$ cat config.mk
export PLATFORM = sky130hd
export DESIGN_NAME = bmm_ctrl
export DESIGN_NICKNAME = d
export VERILOG_FILES = /design/src/hdl/bmm_pkg.sv /design/src/hdl/bmm_ctrl.sv
export SDC_FILE = /design/constraint.sdc
export NUM_CORES = 1
export LEC_CHECK = 0
export BUFFER_PORTS_ARGS = -buffer_cell sky130_fd_sc_hd__buf_4
export CAP_MARGIN = 10
export CORE_AREA = 2 2 39 41
export CTS_BUF_LIST = sky130_fd_sc_hd__clkbuf_4
export CTS_CLUSTER_SIZE = 14
export DETAILED_ROUTE_END_ITERATION = 8
export DIE_AREA = 0 0 41 43
export PLACE_DENSITY_LB_ADDON = 0.12
export SYNTH_ARGS = -nofsm -noshare
export SYNTH_HDL_FRONTEND = slang
export SYNTH_SLANG_ARGS = --single-unit
$ cat constraint.sdc
create_clock -name clk -period 2.1 [get_ports clk]
set_input_delay 0.21 -clock clk [delete_from_list [all_inputs] [get_ports clk]]
set_output_delay 0.21 -clock clk [all_outputs]
set_load 0.01 [all_outputs]
$ cat src/hdl/bmm_pkg.sv
// Shared constants, codes and controller command type for the boot memory map collector.
package bmm_pkg;

	localparam int USABLE_DEPTH   = 32;
	localparam int RESERVED_DEPTH = 8;

	localparam int ADDR_W = 64;
	localparam int TYPE_W = 32;
	localparam int OP_W   = 2;
	localparam int RES_W  = 2;
	localparam int IDX_W  = 5;

	localparam int UCNT_W = $clog2(USABLE_DEPTH + 1);
	localparam int RCNT_W = $clog2(RESERVED_DEPTH + 1);
	localparam int UAW    = (USABLE_DEPTH > 1) ? $clog2(USABLE_DEPTH) : 1;
	localparam int RAW    = (RESERVED_DEPTH > 1) ? $clog2(RESERVED_DEPTH) : 1;

	localparam int PAGE_SHIFT = 12;
	localparam logic [ADDR_W-1:0] PAGE_MASK = ADDR_W'((64'd1 << PAGE_SHIFT) - 64'd1);

	localparam logic [OP_W-1:0] OP_CLEAR    = 2'd0;
	localparam logic [OP_W-1:0] OP_DESC     = 2'd1;
	localparam logic [OP_W-1:0] OP_RESERVED = 2'd2;
	localparam logic [OP_W-1:0] OP_READ     = 2'd3;

	localparam logic [RES_W-1:0] RES_NONE     = 2'd0;
	localparam logic [RES_W-1:0] RES_APPENDED = 2'd1;
	localparam logic [RES_W-1:0] RES_MERGED   = 2'd2;
	localparam logic [RES_W-1:0] RES_DROPPED  = 2'd3;

	localparam logic [TYPE_W-1:0] MT_LOADER_CODE   = 32'd1;
	localparam logic [TYPE_W-1:0] MT_LOADER_DATA   = 32'd2;
	localparam logic [TYPE_W-1:0] MT_BOOT_CODE     = 32'd3;
	localparam logic [TYPE_W-1:0] MT_BOOT_DATA     = 32'd4;
	localparam logic [TYPE_W-1:0] MT_RUNTIME_CODE  = 32'd5;
	localparam logic [TYPE_W-1:0] MT_RUNTIME_DATA  = 32'd6;
	localparam logic [TYPE_W-1:0] MT_CONVENTIONAL  = 32'd7;

	typedef struct packed {
		logic load;
		logic clear;
		logic rd;
		logic take;
		logic calc_end;
		logic round;
		logic apply;
		logic net;
		logic acc;
	} cmd_t;

endpackage

$ cat src/hdl/bmm_ctrl.sv
// Sequencer for the boot memory map collector: steps each transaction through the datapath.
module bmm_ctrl (
	input  logic                     clk,
	input  logic                     arst_n,
	input  logic                     start,
	input  logic [bmm_pkg::OP_W-1:0] operation,
	output logic                     busy,
	output logic                     done,
	output bmm_pkg::cmd_t            cmd
);
	import bmm_pkg::*;

	typedef enum logic [3:0] {
		S_IDLE,
		S_CLR,
		S_RD,
		S_RDATA,
		S_END,
		S_ROUND,
		S_CHECK,
		S_NET,
		S_ACC
	} state_t;

	state_t state_q;
	logic   done_q;

	always_ff @(posedge clk or negedge arst_n) begin
		if (!arst_n) begin
			state_q <= S_IDLE;
			done_q  <= 1'b0;
		end else begin
			done_q <= 1'b0;
			case (state_q)
				S_IDLE: begin
					if (start) begin
						case (operation)
							OP_CLEAR: state_q <= S_CLR;
							OP_READ:  state_q <= S_RD;
							default:  state_q <= S_END;
						endcase
					end
				end
				S_CLR: begin
					state_q <= S_IDLE;
					done_q  <= 1'b1;
				end
				S_RD:    state_q <= S_RDATA;
				S_RDATA: begin
					state_q <= S_IDLE;
					done_q  <= 1'b1;
				end
				S_END:   state_q <= S_ROUND;
				S_ROUND: state_q <= S_CHECK;
				S_CHECK: state_q <= S_NET;
				S_NET:   state_q <= S_ACC;
				S_ACC: begin
					state_q <= S_IDLE;
					done_q  <= 1'b1;
				end
				default: state_q <= S_IDLE;
			endcase
		end
	end

	assign busy = (state_q != S_IDLE);
	assign done = done_q;

	always_comb begin
		cmd          = '0;
		cmd.load     = start && (state_q == S_IDLE);
		cmd.clear    = (state_q == S_CLR);
		cmd.rd       = (state_q == S_RD);
		cmd.take     = (state_q == S_RDATA);
		cmd.calc_end = (state_q == S_END);
		cmd.round    = (state_q == S_ROUND);
		cmd.apply    = (state_q == S_CHECK);
		cmd.net      = (state_q == S_NET);
		cmd.acc      = (state_q == S_ACC);
	end

`ifndef SYNTH
	a_accept_busy: assert property (@(posedge clk) disable iff (!arst_n)
		(start && !busy) |=> busy)
		else $error("accepted transaction did not raise busy");

	a_done_pulse: assert property (@(posedge clk) disable iff (!arst_n)
		done |=> !done)
		else $error("done held longer than one cycle");
`endif

endmodule

==> impl_metrics.py <==
metrics = {
    "synthesis": {
        "yosys_warnings": 0,
        "syn_nets": 48,
        "yosys.cell_count.top_type": "nor2_1",
        "syn_area_per_cell_um2": 8.58,
        "synth_common_cells": "nor2_1, dfrtp_1, nor3_1, nand2b_1, buf_2",
        "synth.ff_latch_count": 5,
        "synth_seq_area_share_pct": 35.6,
        "yosys.cell_types.count": 18,
        "synth_area_um2": 352,
        "yosysTopAreaCellShare_pct": 35.6,
        "synth_edf_count": 0,
        "yosys_most_used_dff": "dfrtp_1",
        "syn_inst": 41,
        "synth_area_leader_cell": "dfrtp_1",
        "synthArstFlopShare_pct": 100,
        "synthTopCellsByArea": "dfrtp_1, ha_1, nand2b_1, nor3_1, nand4bb_1",
    },
    "clock_tree": {
        "cts_hold_buffers": 1,
        "numClockSinks": 5,
        "cts_resized": 0,
        "clk_latency_ns": 0.24,
        "cts_htree_levels": 1,
        "cts_tree": "yes",
        "clock-root-buffer": "clkbuf_4",
        "path_clk_slew_ns": 0.04,
        "cts_max_path_buffers": 2,
        "numCtsBuffers": 3,
        "post-cts-setup-buffers": 0,
    },
    "setup_path": {
        "cp-start-kind": "register",
        "crit_chain": "nand2b_1, nor3_1, buf_4",
        "cp-startpoint": "state_q[3]",
        "r2r_start": "state_q[3]",
        "crit_path_end_kind": "primary output",
        "arrival_ns": 1.29,
        "cp_slowest_cell": "dfrtp_1",
        "crit_type": "register to primary output",
        "ff2ff_path_depth": 2,
        "max_stage_delay_ns": 0.47,
        "cp.required_ns": 1.89,
        "cp_max_fo": 11,
    },
    "routing": {
        "drt-initial-drc-count": 6,
        "route.detailed.drc": 0,
        "routed_wirelength_um": 712,
        "vias": 337,
        "wire_per_inst_um": 9.75,
        "firstDrtPassIters": 4,
        "vias_per_cell": 4.62,
        "ant_nets": 0,
    },
    "cells_and_area": {
        "final_cells": 73,
        "finish.utilization_pct": 36.0,
        "layout-drive-gt1-share_pct": 35.1,
        "num-fill-cells": 163,
        "finalNetCount": 65,
        "antenna_cells": 0,
        "area_growth_pct": 41.6,
    },
    "die": {
        "std_cell_rows": 14,
        "ios": 16,
        "coreArea_um2": 1380,
        "fp.dieH_um": 43,
        "start_util_pct": 25.4,
        "die_area_um2": 1760,
        "die_x_um": 41,
    },
    "placed_design": {
        "portBuffers": 15,
        "dp_cells": 68,
        "dp_hpwl_um": 550,
        "gp_congestion": 0.636,
    },
    "worst_hold_path": {
        "min_from": "start",
        "hp-class": "primary input to register",
        "min_path_cells": 3,
    },
    "sta": {
        "period_share_pct": 71.5,
        "finalHoldViolCount": 0,
        "slew_viol_final": 0,
        "grt_setup_unrepaired": "false",
        "fmax_mhz": 666,
        "final.setup.tns_ns": 0,
        "final-setup-viol-count": 0,
        "worst_pin_slew_ns": 0.338,
        "skew_ns": 0.00290,
        "worst_slew_margin_rel_pct": 77.5,
        "final.min_clock_period_ns": 1.50,
    },
    "grt": {
        "grt_max_degree": 14,
        "groute.usage.overall_pct": 9.17,
        "antenna_found_initial": 0,
        "grt_overflow": 0,
        "grt_pass1_wl_um": 1100,
        "grt_pass1_vias": 263,
    },
    "flow_run": {
        "drv_cap": 0,
    },
    "run_status": {
        "status": "finished clean",
    },
    "pwr": {
        "p_per_area_nw_per_um2": 1330,
        "peakVddDrop_mv": 0.357,
        "leakage_nw": 0.245,
    },
}
[per-stage QoR]
stage	hold slack, ns	area [um^2]	total power [mW]	setup slack (ns)
after CTS	0.295	498	0.673	0.568
after global placement	0.0152	458	0.554	0.799
after detailed placement	0.0147	458	0.547	0.834
after global routing	0.307	498	0.718	0.530
after floorplan	-0.0856	352	0.430	0.882
final	0.295	498	0.662	0.598
[cells in the final DEF (no fill, tap or decap), drive strengths merged]
cell,count
buf,15
nor2,6
nor3,5
dfrtp,5
nand2b,4
clkbuf,4
nand2,2
inv,2
a21oi,2
nand4bb,2
ha,2
nor4b,1
or3b,1
and3,1
a211oi,1
a21bo,1
nand3b,1
a31oi,1
dlygate4sd3,1
[state kept, by name (all words and copies together), names as in the netlist]
name,count
state_q,4
done,1
[routing by layer]
metal	part of all wire [%]	vias up	track usage [%]
met4	0	0	6.00
li1	-	171	-
met3	3.8	0	1.57
met2	53	6	12.8
met1	43	160	12.4
met5	0	-	0
[worst max-delay path: cells and delay by family (launching register included)]
family / cells / cell delay [ns]
flip-flops: 1 / 0.47
AND/OR/NAND/NOR: 2 / 0.43
buffers and inverters: 1 / 0.15
[where the power goes]
| group | total (mW) | internal (mW) | leakage [nW] | switching, mW |
|---|---|---|---|---|
| Combinational | 0.317 | 0.178 | 0.163 | 0.139 |
| Clock | 0.122 | 0.0846 | 0.0184 | 0.0377 |
| Sequential | 0.223 | 0.135 | 0.0638 | 0.0881 |
| Total | 0.662 | 0.398 | 0.245 | 0.265 |
[area by class of cell]
class | instances | area, um^2 | area share, %
flip-flops and latches | 5 | 125 | 25.1
well taps | 16 | 20.0 | 4.02
multi-input cells | 30 | 193 | 38.7
inverters | 2 | 7.51 | 1.51
repair buffers | 16 | 123 | 24.6
clock buffers | 4 | 30.0 | 6.03
[cells by family after synthesis]
group                    Yosys count  share of synthesized area (%)
adder cells (fa/ha/maj)            2                           7.12
AO/OA/AOI/OAI                      5                           9.61
buffers and inverters              6                           9.61
AND/OR/NAND/NOR                   23                           38.1
flip-flops                         5                           35.6
[path summary, 6_finish.rpt]
path                         endpoint  slack, ns
min                        state_q[2]       0.29
max                            cmd[4]       0.60
min in group asynchronous  state_q[2]       0.31
max reg2reg                      done       1.02
max in group asynchronous  state_q[0]       1.69
min reg2reg                state_q[2]       0.63
No activity file was read; power rests on OpenSTA's default activity.
